## src/rtl/core/nntt_pkg.sv

```systemverilog
`default_nettype none
package nntt_pkg;

  localparam int MAX_TRACKS = 32;
  localparam int IDX_W = (MAX_TRACKS > 1) ? $clog2(MAX_TRACKS) : 1;
  localparam int CNT_W = $clog2(MAX_TRACKS + 1);
  localparam int SC_W  = CNT_W + 1;

  localparam logic [15:0] W_OLD = 16'd22938;
  localparam logic [15:0] W_NEW = 16'd9830;
  localparam logic [15:0] AXIS_ONE = 16'd16384;
  localparam logic [3:0]  MISS_SAT = 4'd15;
  localparam logic [15:0] ID_LAST = 16'hFFFF;

  localparam int CFG_IDX_W = 2;
  localparam logic [CFG_IDX_W-1:0] CFG_MATCH_DIST = 2'd0;
  localparam logic [CFG_IDX_W-1:0] CFG_MISS_LIMIT = 2'd1;

  typedef struct packed {
    logic               det_valid;
    logic               frame_end;
    logic signed [31:0] cx;
    logic signed [31:0] cy;
    logic signed [31:0] cz;
    logic signed [15:0] ax;
    logic signed [15:0] ay;
    logic signed [15:0] az;
    logic [23:0]        rad;
    logic [23:0]        hgt;
  } req_t;

  typedef struct packed {
    logic [15:0]        id;
    logic signed [31:0] cx;
    logic signed [31:0] cy;
    logic signed [31:0] cz;
    logic signed [15:0] ax;
    logic signed [15:0] ay;
    logic signed [15:0] az;
    logic [23:0]        rad;
    logic [23:0]        hgt;
    logic [15:0]        seen;
    logic [3:0]         missed;
  } entry_t;

  typedef struct packed {
    logic               start;
    logic signed [15:0] bx;
    logic signed [15:0] by;
    logic signed [15:0] bz;
  } norm_req_t;

  typedef struct packed {
    logic               done;
    logic               keep;
    logic signed [15:0] ax;
    logic signed [15:0] ay;
    logic signed [15:0] az;
  } norm_rsp_t;

endpackage
`default_nettype wire

```

## src/rtl/core/nntt_front.sv

```systemverilog
`default_nettype none
module nntt_front (
  input  wire                 clk,
  input  wire                 rst_n,
  input  wire                 in_valid,
  output logic                in_ready,
  input  nntt_pkg::req_t      in_req,
  output logic                q_valid,
  output nntt_pkg::req_t      q_data,
  input  wire                 q_pop
);

  nntt_pkg::req_t fifo_r [2];
  logic       wp_r, rp_r;
  logic [1:0] cnt_r;
  logic       push;

  assign in_ready = (cnt_r != 2'd2);
  // drop requests that neither carry a detection nor close a frame
  assign push = in_valid && in_ready && (in_req.det_valid || in_req.frame_end);
  assign q_valid = (cnt_r != 2'd0);
  assign q_data = fifo_r[rp_r];

  always_ff @(posedge clk) begin
    if (push) begin
      fifo_r[wp_r] <= in_req;
    end
  end

  always_ff @(posedge clk) begin
    if (!rst_n) begin
      wp_r  <= 1'b0;
      rp_r  <= 1'b0;
      cnt_r <= 2'd0;
    end else begin
      if (push) wp_r <= ~wp_r;
      if (q_pop) rp_r <= ~rp_r;
      if (push && !q_pop) cnt_r <= cnt_r + 2'd1;
      else if (!push && q_pop) cnt_r <= cnt_r - 2'd1;
    end
  end

endmodule
`default_nettype wire

```

## config.mk

```make
export PLATFORM = sky130hd
export DESIGN_NAME = nntt_front
export DESIGN_NICKNAME = d
export VERILOG_FILES = /design/src/rtl/core/nntt_pkg.sv /design/src/rtl/core/nntt_front.sv
export SDC_FILE = /design/constraint.sdc
export NUM_CORES = 1
export LEC_CHECK = 0
export BUFFER_PORTS_ARGS = -buffer_cell sky130_fd_sc_hd__buf_4
export CAP_MARGIN = 25
export CORE_MARGIN = 8
export CORE_UTILIZATION = 53
export CTS_CLUSTER_DIAMETER = 40
export DETAILED_ROUTE_END_ITERATION = 10
export PLACE_DENSITY_LB_ADDON = 0.1
export SLEW_MARGIN = 5
export SYNTH_ARGS = -nofsm -noshare
export SYNTH_HDL_FRONTEND = slang
export SYNTH_SLANG_ARGS = --single-unit
```

## constraint.sdc

```tcl
create_clock -name clk -period 16.3 [get_ports clk]
set_input_delay 0 -clock clk [delete_from_list [all_inputs] [get_ports clk]]
set_output_delay 0 -clock clk [all_outputs]
set_load 0.02 [all_outputs]
```

==> flow_summary.yaml, run 1 <==
final_layout:
  layout-drive-gt1-share: 0.520
  nNetsFinal: 1455
  final_area_um2: 21700
  fillCellCount: 1476
  syn_to_final_growth_pct: 45.6
die:
  start_util: 0.538
  io_pins: 394
  core_area_um2: 27700
  die-area_um2: 33700
  die_w_um: 184
  die_y_um: 184
  placement_rows: 61
yosys:
  syn_inst: 630
  syn-num-nets: 829
  synth_mux_area_frac: 0.188
  synth-async-reset-ratio: 0
  synth_xor_xnor_area_share: 0.00176
  synth_top_family_by_area: "multiplexers"
  synth-compound-area-share: 0.00118
  synthTopCellsByArea: "edfxtp_1 78%, mux2_4 16%, mux2_2 2.6%"
  ys_seq_area_frac: 0.788
  synth_commonest_cells: "388 x edfxtp_1, 160 x mux2_4, 34 x mux2_2"
  yosys.area_share.adder: 0.000839
  synth.most_common_cell: "edfxtp_1"
  yosysTopAreaCell: "edfxtp_1"
  synth-simple-area-share: 0.00420
  synth_edf_count: 388
  synthDistinctLibCells: 22
  yosysTopAreaCellShare: 0.782
  syn_area_um2: 14900
  ys_warn_count: 0
  avgSynthCellArea_um2: 23.7
  synth_flop_cell: "edfxtp_1"
  synth_seq_cells: 393
worst_setup_path:
  critPathMaxStageDelay_ns: 0.85
  r2r_cells: 4
  cp_data_arrival_time_ns: 3.19
  critPathSlowestCell: "dfxtp_4"
  worst_path_most_repeated_cell: "buf_4"
  timing.critical_path.required_ns: 16.30
  crit_type: "register to output pin"
  crit_path_end_kind: "output pin"
  cp_num_cells: 4
  crit_buf_inv: 3
  r2r-start: "cnt_r[0]"
  worstPathMaxFanout: 51
  path_cells: "buf_4, buf_4, mux2_2, buf_4"
  cp_top_family: "buffers and inverters"
  crit_path_start_kind: "register"
clock_network:
  cts_tree: "built"
  cts_sinks: 393
  clock-root-buffer: "clkbuf_16"
  clockBufferDepth: 3
  cts.htree.levels: 2
  clk_pin_slew_ns: 0.06
  postCtsHoldBufs: 198
  post_cts_buffers: 0
  cts_resized: 0
  insertion_delay_ns: 0.52
  cts_buffers: 45
timing:
  fin_skew_ns: 0.0101
  final.period_utilization: 0.196
  worstMarginPinSlew_ns: 0.996
  setup_tns_ns: 0
  hold_viol_final: 0
  fmax_mhz: 313
  rsz0062_at_grt: "false"
  fin_crit_ns: 3.19
  finalSetupViolations: 0
  drv_slew: 0
  maxSlewHeadroom: 0.336
placement:
  portBuffers: 393
  post_dp_cell_area_um2: 18200
  gp_congestion: 0.759
  hpwl_mm: 22.0
detailed_routing:
  drc: 0
  vias: 8303
  avgViaCountPerCell: 4.98
  first_pass_iters: 4
  ant_nets: 0
  wl_mm: 35.8
  first_iter_violations: 383
  wl_per_cell_um: 21.4
worst_hold_path:
  whs_path_depth: 2
  hold_path_class: "primary input to register"
  min_from: "in_req[110]"
power:
  power.density_nw_per_um2: 125
  cellLeakagePower_nw: 8.51
  vdd.ir_drop.worst_uv: 101
  clkPwrFrac: 0.368
  combPwrFrac: 0.176
  switching_share: 0.238
  p_sw_w: 0.000644
  p_seq_frac: 0.456
  power.internal_w: 0.00206
global_routing:
  antenna_found_initial: 4
  grtUsageTotal: 0.203
  grt_max_degree: 79
  overflow: 0
  grt_pass1_vias: 8982
  grt_pass1_wl_mm: 52.2
run:
  max_cap_viol_count: 0
run_status:
  status: "finished clean"
==> metal layers <==
metal	wire length, µm	GRT usage
met5	8	0
met4	1330	0.0839
met3	2910	0.0698
met2	18400	0.356
met1	13100	0.224
==> kinds of logic after synthesis <==
kind of cell | after synthesis
buf+inv | 24
mux | 195
fa+ha+maj | 1
compound gates | 3
xor+xnor | 3
flops | 393
simple gates | 11
==> stage by stage <==
stage	utilization	power (W)	worst slack [ns]	hold WS, ns	std cells
2_1_floorplan	-	0.00153	1.74	0.0989	630
3_3_place_gp	0.656	0.00168	12.97	0.184	1387
3_5_place_dp	0.656	0.00168	12.97	0.188	1387
4_1_cts	0.781	0.00272	12.40	0.178	1663
5_1_grt	0.783	0.00279	12.96	0.188	1668
6_report	0.783	0.00271	13.11	0.199	1668
==> layout make-up <==
cell class	count	area, µm²	area share
Sequential cell	393	11800	0.542
Timing Repair Buffer	601	5050	0.233
Multi-Input combinational cell	213	2920	0.135
Clock buffer	53	1190	0.0547
Tap cell	378	473	0.0218
Clock inverter	25	303	0.0140
Inverter	2	7.51	0.000346
Antenna cell	3	7.51	0.000346
==> worst paths after layout <==
kind	to	slack [ns]
worst max-delay path	q_data[16]	13.11
worst min-delay path	fifo_r[0][110]	0.20
worst max register to register	fifo_r[0][25]	13.17
worst min register to register	wp_r	0.50
==> power groups by stage <==
| stage | clock network [W] | logic, W | registers (W) |
|---|---|---|---|
| 2_1_floorplan | 0 | 0.000259 | 0.00127 |
| 3_3_place_gp | 0 | 0.000428 | 0.00125 |
| 3_5_place_dp | 0 | 0.000429 | 0.00125 |
| 4_1_cts | 0.00101 | 0.000474 | 0.00123 |
| 5_1_grt | 0.00105 | 0.000499 | 0.00124 |
| 6_report | 0.000996 | 0.000476 | 0.00123 |
==> placed cells by master, fill, tap and decap left out, types with 3 or more instances in the layout <==
cell type and instances:
clkinv_2 3, clkbuf_1 5, edfxtp_1 388, dlygate4sd3_1 198, dfxtp_1 4, mux2_2 34
clkinv_1 5, clkinvlp_4 6, clkbuf_16 45, mux2_4 160, and2_1 3, clkbuf_8 3
buf_4 401, diode_2 3, clkinv_4 3, bufinv_16 6
==> registers in the layout, summed over array words and instances (netlist names), named ones only <==
name	flops
fifo_r	388
cnt_r	2
rp_r	1
wp_r	1
Power figures use the tool's default switching activity.
==> run 2: changes to the inputs <==
--- a/config.mk
+++ b/config.mk
@@ -8,7 +8,7 @@
 export BUFFER_PORTS_ARGS = -buffer_cell sky130_fd_sc_hd__buf_4
 export CAP_MARGIN = 25
 export CORE_MARGIN = 8
-export CORE_UTILIZATION = 53
+export CORE_UTILIZATION = 47
 export CTS_CLUSTER_DIAMETER = 40
 export DETAILED_ROUTE_END_ITERATION = 10
 export PLACE_DENSITY_LB_ADDON = 0.1
==> constraint.sdc (replaced) <==
create_clock -name clk -period 2.78 [get_ports clk]
set_input_delay 0 -clock clk [delete_from_list [all_inputs] [get_ports clk]]
set_output_delay 0 -clock clk [all_outputs]
set_load 0.02 [all_outputs]
==> run 2 against run 1 <==
Compared with the run above: critical path depth decreased by 1; cell area increased by 1.6%; clock skew decreased by 0.0015 ns; setup slack got worse by 13 ns; first-iteration DRC count increased by 11%; via count decreased by 1.7%; sequential power increased to 5.9 times the previous value; routed wire length decreased by 1.4%; largest cell class unchanged.
==> flow_summary.yaml, run 2 (synthesized netlist as in run 1, its figures left out) <==
run_status:
  status: "finished clean"
die:
  start_util: 0.475
  die_w_um: 194
  placement_rows: 65
  core_area_um2: 31400
  io_pins: 394
  die-area_um2: 37700
  die_y_um: 194
clock_network:
  clk_pin_slew_ns: 0.06
  cts_resized: 0
  cts_tree: "built"
  clockBufferDepth: 3
  cts_sinks: 393
  cts.htree.levels: 2
  clock-root-buffer: "clkbuf_16"
  post_cts_buffers: 0
  cts_buffers: 48
  insertion_delay_ns: 0.53
  postCtsHoldBufs: 197
detailed_routing:
  avgViaCountPerCell: 4.78
  wl_per_cell_um: 20.7
  drc: 0
  ant_nets: 0
  first_iter_violations: 425
  wl_mm: 35.3
  vias: 8165
  first_pass_iters: 4
global_routing:
  grtUsageTotal: 0.180
  grt_util_met3: 0.0597
  grtUsageMet1: 0.205
  busiest_layer: "met2"
  overflow: 0
  use_met2: 0.313
  antenna_found_initial: 2
  grt_pass1_wl_mm: 52.6
  grt_max_degree: 84
  grt_pass1_vias: 9103
timing:
  worstMarginPinSlew_ns: 0.521
  fin_skew_ns: 0.00859
  finalSetupViolations: 0
  hold_viol_final: 0
  whs_ns: 0.0683
  drv_slew: 0
  rsz0062_at_grt: "false"
  fmax_mhz: 457
  fin_crit_ns: 2.19
  final.period_utilization: 0.787
  maxSlewHeadroom: 0.652
final_layout:
  top_regs: "fifo_r: 388 flops, cnt_r: 2 flops"
  layout-drive-gt1-share: 0.528
  top_register: "fifo_r"
  layout.cells.non_filler: 1707
  syn_to_final_growth_pct: 47.9
  nNetsFinal: 1465
  fillCellCount: 1991
  mostFrequentLayoutCell: "buf_4"
  mostFrequentLayoutCells: "401 x buf_4, 388 x edfxtp_1, 197 x dlygate4sd3_1, 160 x mux2_4, 49 x clkbuf_16"
  largest_reg_flops: 388
worst_setup_path:
  crit_path_end_kind: "output pin"
  critPathSlowestCell: "dfxtp_4"
  worstPathMaxFanout: 48
  crit_buf_inv: 2
  path_cells: "buf_12, mux2_2, buf_4"
  cp_top_family: "flip-flops"
  crit_type: "register to output pin"
  crit_path_start_kind: "register"
  critPathMaxStageDelay_ns: 0.67
  r2r-start: "cnt_r[1]"
  timing.critical_path.required_ns: 2.78
  cp_data_arrival_time_ns: 2.19
power:
  vdd.ir_drop.worst_uv: 572
  p_seq_frac: 0.438
  clkPwrFrac: 0.389
  cellLeakagePower_nw: 8.67
  p_sw_w: 0.00392
  power.density_nw_per_um2: 746
  power.internal_w: 0.0125
  combPwrFrac: 0.173
  switching_share: 0.239
worst_hold_path:
  hold_path_class: "primary input to register"
  min_from: "in_valid"
placement:
  portBuffers: 393
  hpwl_mm: 23.3
  gp_congestion: 0.724
  dp_cells: 1421
run:
  max_cap_viol_count: 0
-- run 2: cell count changes in the layout (fill, tap and decap cells not counted), moves of 2 or more --
cell / change
buf_16: -2
clkbuf_8: -3
clkinvlp_4: -2
clkinv_1: -2
bufinv_16: +2
inv_6: +4
buf_12: +10
clkbuf_16: +4
clkinv_2: +2
clkbuf_1: +2
-- run 2: layer usage --
| layer | wire length (µm) | part of all wire |
|---|---|---|
| met5 | 0 | 0 |
| met3 | 2760 | 0.078 |
| met1 | 13600 | 0.38 |
| met2 | 17800 | 0.51 |
| met4 | 1100 | 0.031 |
-- run 2: power groups by stage --
stage,registers (W),logic [W],clock network (W)
after global routing,0.00725,0.00299,0.00672
after global placement,0.00730,0.00262,0
after detailed placement,0.00733,0.00263,0
after CTS,0.00721,0.00288,0.00651
after floorplan,0.00734,0.00153,0
final,0.00720,0.00284,0.00639
-- run 2: tightest hold or removal path: stages --
cell and delay, ns:
buf_4 0.11, o21ai_0 0.18, nor2_1 0.13, mux2i_1 0.12
-- run 2: cell type report --
class	count	area (µm²)	share of cell area
Antenna cell	2	5.00	0.000227
Clock buffer	56	1250	0.0568
Clock inverter	31	405	0.0184
Inverter	2	7.51	0.000341
Multi-Input combinational cell	213	2940	0.133
Sequential cell	393	11800	0.533
Tap cell	402	503	0.0228
Timing Repair Buffer	608	5180	0.235
-- run 2: worst paths after layout --
kind	end	slack [ns]	cells after the start
max reg2reg	fifo_r[1][164]	0.84	4
max	q_data[191]	0.59	3
min	wp_r	0.07	4
min reg2reg	cnt_r[1]	0.51	2
-- run 2: metrics by stage --
| stage | area, µm² | power [W] | setup TNS [ns] | util | worst slack, ns |
|---|---|---|---|---|---|
| after global routing | 22000 | 0.0170 | 0 | 0.702 | 0.488 |
| after floorplan | 14900 | 0.00887 | -665.72 | - | -2.72 |
| final | 22000 | 0.0164 | 0 | 0.702 | 0.592 |
| after global placement | 18400 | 0.00992 | 0 | 0.587 | 0.895 |
| after detailed placement | 18400 | 0.00996 | 0 | 0.587 | 0.830 |
| after CTS | 22000 | 0.0166 | 0 | 0.702 | 0.544 |
