==> src/rtl/core/nntt_pkg.sv <==
`default_nettype none
package nntt_pkg;

  localparam int MAX_TRACKS = 32;
  localparam int IDX_W = (MAX_TRACKS > 1) ? $clog2(MAX_TRACKS) : 1;
  localparam int CNT_W = $clog2(MAX_TRACKS + 1);
  localparam int SC_W  = CNT_W + 1;

  localparam logic [15:0] W_OLD = 16'd22938;
  localparam logic [15:0] W_NEW = 16'd9830;
  localparam logic [15:0] AXIS_ONE = 16'd16384;
  localparam logic [3:0]  MISS_SAT = 4'd15;
  localparam logic [15:0] ID_LAST = 16'hFFFF;

  localparam int CFG_IDX_W = 2;
  localparam logic [CFG_IDX_W-1:0] CFG_MATCH_DIST = 2'd0;
  localparam logic [CFG_IDX_W-1:0] CFG_MISS_LIMIT = 2'd1;

  typedef struct packed {
    logic               det_valid;
    logic               frame_end;
    logic signed [31:0] cx;
    logic signed [31:0] cy;
    logic signed [31:0] cz;
    logic signed [15:0] ax;
    logic signed [15:0] ay;
    logic signed [15:0] az;
    logic [23:0]        rad;
    logic [23:0]        hgt;
  } req_t;

  typedef struct packed {
    logic [15:0]        id;
    logic signed [31:0] cx;
    logic signed [31:0] cy;
    logic signed [31:0] cz;
    logic signed [15:0] ax;
    logic signed [15:0] ay;
    logic signed [15:0] az;
    logic [23:0]        rad;
    logic [23:0]        hgt;
    logic [15:0]        seen;
    logic [3:0]         missed;
  } entry_t;

  typedef struct packed {
    logic               start;
    logic signed [15:0] bx;
    logic signed [15:0] by;
    logic signed [15:0] bz;
  } norm_req_t;

  typedef struct packed {
    logic               done;
    logic               keep;
    logic signed [15:0] ax;
    logic signed [15:0] ay;
    logic signed [15:0] az;
  } norm_rsp_t;

endpackage
`default_nettype wire

==> src/rtl/core/nntt_norm.sv <==
`default_nettype none
module nntt_norm (
  input  wire                    clk,
  input  wire                    rst_n,
  input  nntt_pkg::norm_req_t    req,
  output nntt_pkg::norm_rsp_t    rsp
);

  localparam logic [2:0] N_IDLE = 3'd0;
  localparam logic [2:0] N_SQ   = 3'd1;
  localparam logic [2:0] N_SQRT = 3'd2;
  localparam logic [2:0] N_DSET = 3'd3;
  localparam logic [2:0] N_DIV  = 3'd4;

  logic [2:0]         st_r;
  logic signed [15:0] b_r [3];
  logic signed [15:0] ax_r [3];
  logic [1:0]         k_r;
  logic [31:0]        n2_r;
  logic [47:0]        v_r, r_r, bit_r;
  logic [23:0]        s_r;
  logic [39:0]        rem_r;
  logic [3:0]         qb_r;
  logic [15:0]        q_r;
  logic               done_r, keep_r;

  logic [15:0] mag;
  logic [31:0] sq, n2_sum;
  logic [47:0] trial, r_next;
  logic        sq_ge;
  logic [39:0] shifted;
  logic        div_ge;
  logic [15:0] q_next, q_clamp;

  always_comb begin
    mag = b_r[k_r][15] ? 16'(-b_r[k_r]) : 16'(b_r[k_r]);
    sq = {16'd0, mag} * {16'd0, mag};
    n2_sum = n2_r + sq;
    trial = r_r + bit_r;
    sq_ge = (v_r >= trial);
    r_next = sq_ge ? ((r_r >> 1) + bit_r) : (r_r >> 1);
    shifted = {16'd0, s_r} << qb_r;
    div_ge = (rem_r >= shifted);
    q_next = div_ge ? (q_r | (16'd1 << qb_r)) : q_r;
    q_clamp = (q_next > nntt_pkg::AXIS_ONE) ? nntt_pkg::AXIS_ONE : q_next;
  end

  assign rsp.done = done_r;
  assign rsp.keep = keep_r;
  assign rsp.ax = ax_r[0];
  assign rsp.ay = ax_r[1];
  assign rsp.az = ax_r[2];

  always_ff @(posedge clk) begin
    case (st_r)
      N_IDLE: begin
        if (req.start) begin
          b_r[0] <= req.bx;
          b_r[1] <= req.by;
          b_r[2] <= req.bz;
          n2_r <= 32'd0;
          k_r <= 2'd0;
        end
      end
      N_SQ: begin
        n2_r <= n2_sum;
        k_r <= k_r + 2'd1;
        if (k_r == 2'd2) begin
          v_r <= {n2_sum, 16'd0};
          r_r <= 48'd0;
          bit_r <= 48'd1 << 46;
        end
      end
      N_SQRT: begin
        if (sq_ge) v_r <= v_r - trial;
        r_r <= r_next;
        bit_r <= bit_r >> 2;
        if (bit_r == 48'd1) begin
          s_r <= r_next[23:0];
          k_r <= 2'd0;
        end
      end
      N_DSET: begin
        rem_r <= ({24'd0, mag} << 22) + {17'd0, s_r[23:1]};
        qb_r <= 4'd15;
        q_r <= 16'd0;
      end
      N_DIV: begin
        if (div_ge) rem_r <= rem_r - shifted;
        q_r <= q_next;
        qb_r <= qb_r - 4'd1;
        if (qb_r == 4'd0) begin
          ax_r[k_r] <= b_r[k_r][15] ? 16'(-q_clamp) : q_clamp;
          k_r <= k_r + 2'd1;
        end
      end
      default: begin
      end
    endcase
  end

  always_ff @(posedge clk) begin
    if (!rst_n) begin
      st_r <= N_IDLE;
      done_r <= 1'b0;
      keep_r <= 1'b0;
    end else begin
      done_r <= 1'b0;
      case (st_r)
        N_IDLE: if (req.start) st_r <= N_SQ;
        N_SQ: begin
          if (k_r == 2'd2) begin
            if (n2_sum == 32'd0) begin
              // zero blend: keep the old axis
              done_r <= 1'b1;
              keep_r <= 1'b0;
              st_r <= N_IDLE;
            end else begin
              st_r <= N_SQRT;
            end
          end
        end
        N_SQRT: if (bit_r == 48'd1) st_r <= N_DSET;
        N_DSET: st_r <= N_DIV;
        N_DIV: begin
          if (qb_r == 4'd0) begin
            if (k_r == 2'd2) begin
              done_r <= 1'b1;
              keep_r <= 1'b1;
              st_r <= N_IDLE;
            end else begin
              st_r <= N_DSET;
            end
          end
        end
        default: st_r <= N_IDLE;
      endcase
    end
  end

endmodule
`default_nettype wire

==> config.mk <==
export PLATFORM = sky130hd
export DESIGN_NAME = nntt_norm
export DESIGN_NICKNAME = d
export VERILOG_FILES = /design/src/rtl/core/nntt_pkg.sv /design/src/rtl/core/nntt_norm.sv
export SDC_FILE = /design/constraint.sdc
export NUM_CORES = 1
export LEC_CHECK = 0
export BUFFER_PORTS_ARGS = -buffer_cell sky130_fd_sc_hd__clkbuf_2
export CAP_MARGIN = 15
export CORE_MARGIN = 2
export CORE_UTILIZATION = 45
export DETAILED_ROUTE_END_ITERATION = 7
export GPL_ROUTABILITY_DRIVEN = 0
export HOLD_SLACK_MARGIN = 0.15
export PLACE_DENSITY_LB_ADDON = 0.12
export REMOVE_ABC_BUFFERS = 1
export SLEW_MARGIN = 20
export SYNTH_ARGS = -nofsm -noshare
export SYNTH_HDL_FRONTEND = slang
export SYNTH_SLANG_ARGS = --single-unit
==> constraint.sdc <==
create_clock -name clk -period 22.7 [get_ports clk]
set_clock_uncertainty 0.2 [all_clocks]
set_input_delay 2.27 -clock clk [delete_from_list [all_inputs] [get_ports clk]]
set_output_delay 2.27 -clock clk [all_outputs]
set_load 0.1 [all_outputs]
==> qor.yml, run 1 <==
status: "complete, no violations"
start_kind: "register"
worst_slew_pin_slew_ns: 1.136
fin_crit_ns: 10.38
required_ns: 22.96
area_growth_pct: 9.095
ff2ff_path_depth: 25
maxSlewHeadroom_pct: 23.99
period_share_pct: 45.74
vias: 23890
drv_cap: 0
syn_inst: 3201
cp-end-kind: "register"
crit_family: "adder cells"
yosysMostFrequentCell: "edfxtp_1"
cts_tree: "done"
yosys_warnings: 0
grt_usage_pct: 23.33
yosysTopAreaCellShare_pct: 32.19
drc_errors: 0
std_cell_rows: 96
ys_ff_latch: 341
cts_setup_buffers: 0
synth-seq-area-share_pct: 32.64
netlist-cell-type-count: 103
cp_num_cells: 25
die_h_um: 267.1
rsz0062_at_grt: "false"
syn_area_um2: 31160
holdBufCountCts: 0
crit_slowest_cell: "dfxtp_1"
grt_max_degree: 93
antenna_left: 0
coreArea_um2: 68590
drt_iter0_markers: 2014
finalSetupTns_ns: 0
clk_latency_ns: 0.58
fmax_mhz: 96.31
r2r-end: "keep_r"
hpwl_mm: 64.11
setup_violations: 0
cts_buffer_depth: 3
antenna_found_initial: 1
synthTopCellsByArea: "edfxtp_1 (32%), fa_1 (13%), ha_1 (9.8%), nand2_1 (4.0%), inv_1 (3.9%)"
cts.sinks: 341
finish.net_count: 3760
ioPinCount: 101
max_stage_delay_ns: 0.88
htree_levels: 2
path_clk_slew_ns: 0.06
synth_ff_type: "edfxtp_1"
synth-edff-count: 334
cts-root-buf: "clkbuf_16"
via_per_inst: 5.651
synthTopCellsByCount: "edfxtp_1 (334), nand2_1 (328), inv_1 (325), nor2_1 (251), ha_1 (245)"
cts_resized: 0
place_ws_ns: 12.45
first_pass_iters: 6
antenna_cells: 0
layout-drive-gt1-share_pct: 9.372
reg2reg_slack_ns: 12.32
crit_path_frequent_cell: "fa_1"
initial_core_util_pct: 45.43
async_flop_share_pct: 0
path_buf_inv: 4
slew_violations: 0
avgSynthCellArea_um2: 9.734
yosysTopAreaCell: "edfxtp_1"
postRouteWirelength_mm: 83.42
hold_viol_final: 0
whs_path_depth: 2
grt_pass1_vias: 24080
path_max_fanout: 21
cp_data_arrival_time_ns: 10.64
worst_hold_slack_ns: 0.3929
grt_pass1_wl_mm: 132.8
wire_per_inst_um: 19.73
dieArea_um2: 71360
numPortBuffers: 100
critPathKind: "reg -> reg"
min_path_type: "reg -> reg"
die_w_um: 267.1
cts_buffers: 42
final.setup.worst_slack_ns: 12.32
overflow: 0
worst_setup_path_endpoint: "keep_r"
-- worst min-delay path, stage by stage (launching register included) --
cell and delay, ns:
edfxtp_1 0.37, nand2_1 0.05, o21ai_0 0.06
-- per-stage QoR --
| stage | utilization [%] | cell area, um^2 | cells |
|---|---|---|---|
| floorplan | - | 30730 | 3098 |
| global placement | 47.56 | 32620 | 4150 |
| detailed placement | 47.56 | 32620 | 4150 |
| CTS | 49.56 | 33990 | 4228 |
| global route | 49.56 | 33990 | 4228 |
| finish | 49.56 | 33990 | 4228 |
-- sequential cells by signal, indices dropped and copies added, names as in the netlist, 2 cells and up, named ones only --
register  flops
st_r          3
q_r          16
ax_r         48
r_r          48
k_r           2
rem_r        40
n2_r         32
v_r          48
s_r          24
qb_r          4
b_r          48
bit_r        24
-- area by class of cell --
class                           instances  area, um^2
Clock inverter                         29       294.0
Tap cell                              931        1165
Multi-Input combinational cell       2421       19370
Sequential cell                       341       10170
Fill cell                            6324       34590
Timing Repair Buffer                  121       658.1
Inverter                              336        1264
Clock buffer                           49        1077
-- cells in the final DEF (no fill, tap or decap), drive strengths merged, types with 10 or more instances in the layout --
cell type,instances
xnor2,111
a31o,15
nor2,251
edfxtp,334
ha,245
inv,339
clkbuf,149
a21oi,178
conb,12
o211ai,10
and3,22
buf,21
nand2,330
clkinv,19
a211o,14
xor2,103
o21a,34
nor3,25
nand3,43
o31ai,16
nor4,22
and2,76
o21bai,30
or3,23
a211oi,35
a31oi,60
fa,201
o21ai,196
nand4,44
mux2,22
mux4,12
nor2b,29
a21o,53
nand2b,20
mux2i,51
or2,16
-- metal layers --
layer / global-route usage (%) / part of all wire [%] / vias to the layer above
met5: 0 / 0.014 / -
met4: 6.438 / 2.5 / 2
met3: 3.154 / 5.5 / 122
met2: 36.92 / 45 / 687
met1: 33.50 / 47 / 11680
li1: - / - / 11400
-- cells by family after synthesis --
| group | synth area share (%) |
|---|---|
| other cells | 0.02410 |
| simple gates | 14.27 |
| compound gates | 15.09 |
| buf+inv | 5.541 |
| xor+xnor | 6.172 |
| mux | 3.509 |
| flops | 32.64 |
| fa+ha+maj | 22.75 |
-- worst min-delay path by stage --
stage | endpoint | slack [ns] | from
6_report | rem_r[17] | 0.39 | s_r[18]
5_1_grt | k_r[0] | 0.44 | k_r[0]
4_1_cts | rem_r[17] | 0.39 | s_r[18]
3_5_place_dp | rem_r[17] | 0.37 | s_r[18]
3_3_place_gp | rem_r[17] | 0.38 | s_r[18]
2_1_floorplan | rem_r[19] | 0.34 | s_r[20]
Power of run 1 is left out: the tool's default activity adds up to more than one toggle a clock period on the data nets, which glitch-free logic cannot reach.
==> run 2: changes to the inputs <==
Clock period 22.7 ns to 10.3 ns, I/O delays scaled along.
==> qor.yml, run 2 (synthesis gave the netlist of run 1 again) <==
grt_pass1_wl_mm: 131.2
grt_usage_pct: 23.18
maxSlewHeadroom_pct: 28.17
wire_per_inst_um: 19.59
cp-end-kind: "register"
finish.net_count: 3777
dieArea_um2: 71360
cts-root-buf: "clkbuf_16"
drv_cap: 0
slew_violations: 0
grt_max_degree: 74
period_share_pct: 93.95
fmax_mhz: 103.3
cp_data_arrival_time_ns: 9.94
min_path_type: "reg -> reg"
holdBufCountCts: 0
postLayoutCellArea_um2: 34190
initial_core_util_pct: 45.43
std_cell_rows: 96
fin_crit_ns: 9.677
drt_iter0_markers: 2108
postRouteWirelength_mm: 83.14
cts_buffer_depth: 3
cts_buffers: 42
grt_pass1_vias: 23990
die_w_um: 267.1
setup_violations: 0
required_ns: 10.56
cts_resized: 0
path_max_fanout: 12
antenna_found_initial: 3
area_growth_pct: 9.737
status: "complete, no violations"
worst_hold_slack_ns: 0.3841
cts_setup_buffers: 0
rsz0062_at_grt: "false"
numPortBuffers: 100
antenna_left: 0
layout-drive-gt1-share_pct: 9.934
vias: 24100
utilization_pct: 49.86
hold_viol_final: 0
layout_common_cells: "edfxtp_1 (334), nand2_1 (326), inv_1 (324)"
path_clk_slew_ns: 0.06
htree_levels: 2
overflow: 0
coreArea_um2: 68590
clk_latency_ns: 0.58
drc_errors: 0
worst_slew_pin_slew_ns: 1.075
placed_area_um2: 32750
die_h_um: 267.1
cts.sinks: 341
via_per_inst: 5.679
first_pass_iters: 6
layout_commonest_cell: "edfxtp_1"
hpwl_mm: 63.84
ioPinCount: 101
critPathKind: "reg -> reg"
start_kind: "register"
cts_tree: "done"
## run 2: cell type report
class                   instances  area [um^2]
diodes                          1        2.502
clock buffers                  53         1164
clock inverters                23        276.5
fillers                      6320        34390
inverters                     336         1264
multi-input cells            2421        19370
flip-flops and latches        341        10170
well taps                     931         1165
repair buffers                138        785.8
## run 2: worst max-delay path: stages (launching register included)
cell,delay (ns)
dfxtp_1,0.69
buf_4,0.26
mux2_2,0.34
mux2i_1,0.46
nand4_1,0.23
o41ai_2,0.34
xor2_2,0.61
nor2_1,0.18
fa_1,0.56
inv_1,0.06
fa_1,0.53
fa_1,0.45
fa_1,0.57
fa_1,0.43
fa_1,0.57
inv_1,0.07
ha_1,0.38
a21oi_1,0.18
o21ai_0,0.16
o41ai_1,0.42
o21ai_0,0.18
and3_1,0.21
or3_1,0.36
o31ai_1,0.29
xnor2_1,0.23
nand4_1,0.30
o221a_1,0.30
## run 2: worst paths after layout
kind                            startpoint   endpoint  depth (start not counted)  slack (ns)
worst min-delay path               s_r[19]  rem_r[18]                          2        0.38
worst max-delay path              register     keep_r                         26        0.62
worst min register to register     s_r[19]  rem_r[18]                          2        0.38
worst max register to register    register     keep_r                         26        0.62
## run 2: stage by stage
step           setup slack (ns)  std cells  TNS [ns]
2_1_floorplan            -1.101       3098    -52.83
3_3_place_gp             0.9541       4167         0
3_5_place_dp             0.6714       4167         0
4_1_cts                  0.6071       4243         0
5_1_grt                 0.05705       4243         0
6_report                 0.6229       4244         0
## run 2: metal layers
metal	track usage, %	wire length, um	up-vias
met2	36.18	36520	781
li1	-	-	11470
met4	7.334	2541	6
met1	33.17	38980	11700
met3	3.393	5052	147
met5	0	39	-
Power of run 2 is left out for the same reason.
==> run 3: changes to the inputs <==
Settings changed: PLACE_DENSITY_LB_ADDON 0.12 to 0.15.
==> qor.yml, run 3 (synthesis gave the netlist of run 1 again) <==
drc_errors: 0
cts_resized: 0
place_ws_ns: 0.7115
min_path_type: "reg -> reg"
rsz0062_at_grt: "false"
r2r-end: "keep_r"
hold_viol_final: 0
cts_buffer_depth: 3
ioPinCount: 101
htree_levels: 2
final.setup.worst_slack_ns: 0.6002
grt_pass1_vias: 24090
cts.sinks: 341
wire_per_inst_um: 19.45
clk_latency_ns: 0.58
antenna_left: 0
critPathKind: "reg -> reg"
area_growth_pct: 9.392
slew_violations: 0
cp_data_arrival_time_ns: 9.95
dieArea_um2: 71360
initial_core_util_pct: 45.43
holdBufCountCts: 0
hpwl_mm: 63.59
coreArea_um2: 68590
min_to: "rem_r[19]"
cts-root-buf: "clkbuf_16"
setup_violations: 0
cts_buffers: 42
grt_usage_pct: 23.14
fin_crit_ns: 9.700
ff2ff_path_depth: 26
drv_cap: 0
status: "complete, no violations"
path_max_fanout: 12
cp-end-kind: "register"
cts_tree: "done"
std_cell_rows: 96
period_share_pct: 94.17
reg2reg_slack_ns: 0.60
fmax_mhz: 103.1
worst_hold_slack_ns: 0.4016
required_ns: 10.55
start_kind: "register"
holdCritStartpoint: "s_r[20]"
numPortBuffers: 100
first_pass_iters: 6
nFillCells: 6336
worst_slew_pin_slew_ns: 1.079
die_w_um: 267.1
die_h_um: 267.1
maxSlewHeadroom_pct: 28.07
cts_setup_buffers: 0
antenna_found_initial: 3
via_per_inst: 5.681
layout_commonest_cell: "edfxtp_1"
area.sequential_um2: 10170
overflow: 0
drt_iter0_markers: 2038
vias: 24110
layout_common_cells: "edfxtp_1 (334), nand2_1 (326), inv_1 (324)"
finish.net_count: 3776
layout-drive-gt1-share_pct: 9.722
grt_max_degree: 93
grt_pass1_wl_mm: 131.5
postRouteWirelength_mm: 82.55
whs_path_depth: 2
multi_input_area_um2: 19360
path_clk_slew_ns: 0.06
run 3: cell types whose count changed in the layout (fill, tap and decap cells not counted):
cell,change
clkbuf_1,+2
clkinv_4,-1
clkinvlp_4,-2
bufinv_16,-2
clkbuf_8,-3
clkinv_2,+4
and3_1,+1
inv_6,-1
and3_2,-1
clkinv_1,+4
o22ai_4,-1
o22ai_2,+1
buf_4,-1
run 3: routing by layer:
layer  track usage (%)  vias up  wire [um]
li1                  -    11450          -
met1             33.12    11760      38150
met4             6.590        4       2242
met3             3.007      135       5023
met2             36.76      771      37110
met5                 0        -         26
run 3: worst max-delay path, cell delays in order, from the launching register on:
cell	delay (ns)
dfxtp_1	0.62
buf_4	0.22
mux2_2	0.34
mux2i_2	0.39
nand4_4	0.25
o31ai_1	0.32
xnor2_1	0.18
clkinv_1	0.44
nand2_1	0.30
fa_1	0.46
fa_1	0.58
fa_1	0.45
fa_1	0.65
fa_1	0.46
fa_1	0.50
inv_1	0.05
ha_1	0.36
a21oi_1	0.32
o21ai_0	0.13
a31oi_1	0.33
o21ai_0	0.29
a21oi_1	0.23
xor2_1	0.41
nor3b_1	0.26
and4b_1	0.21
nand4_1	0.29
o221a_1	0.33
run 3: worst max path at each step:
stage | from | end | depth (start not counted)
floorplan | st_r[1] | v_r[0] | 3
global placement | register | keep_r | 28
global route | register | keep_r | 27
finish | register | keep_r | 26
CTS | register | keep_r | 28
detailed placement | register | keep_r | 29
run 3: cell type report:
type	count	area share, %
multi-input cells	2421	56.79
flip-flops and latches	341	29.84
inverters	336	3.707
well taps	931	3.417
clock buffers	52	3.315
repair buffers	137	2.283
clock inverters	25	0.6424
diodes	1	0.007341
run 3: metrics by stage:
step | TNS, ns | util [%] | instances | instance area [um^2]
floorplan | -52.83 | - | 3098 | 30730
global placement | 0 | 47.72 | 4166 | 32730
detailed placement | 0 | 47.72 | 4166 | 32730
CTS | 0 | 49.69 | 4243 | 34080
global route | 0 | 49.70 | 4243 | 34080
finish | 0 | 49.70 | 4244 | 34090
Power of run 3 is left out for the same reason.
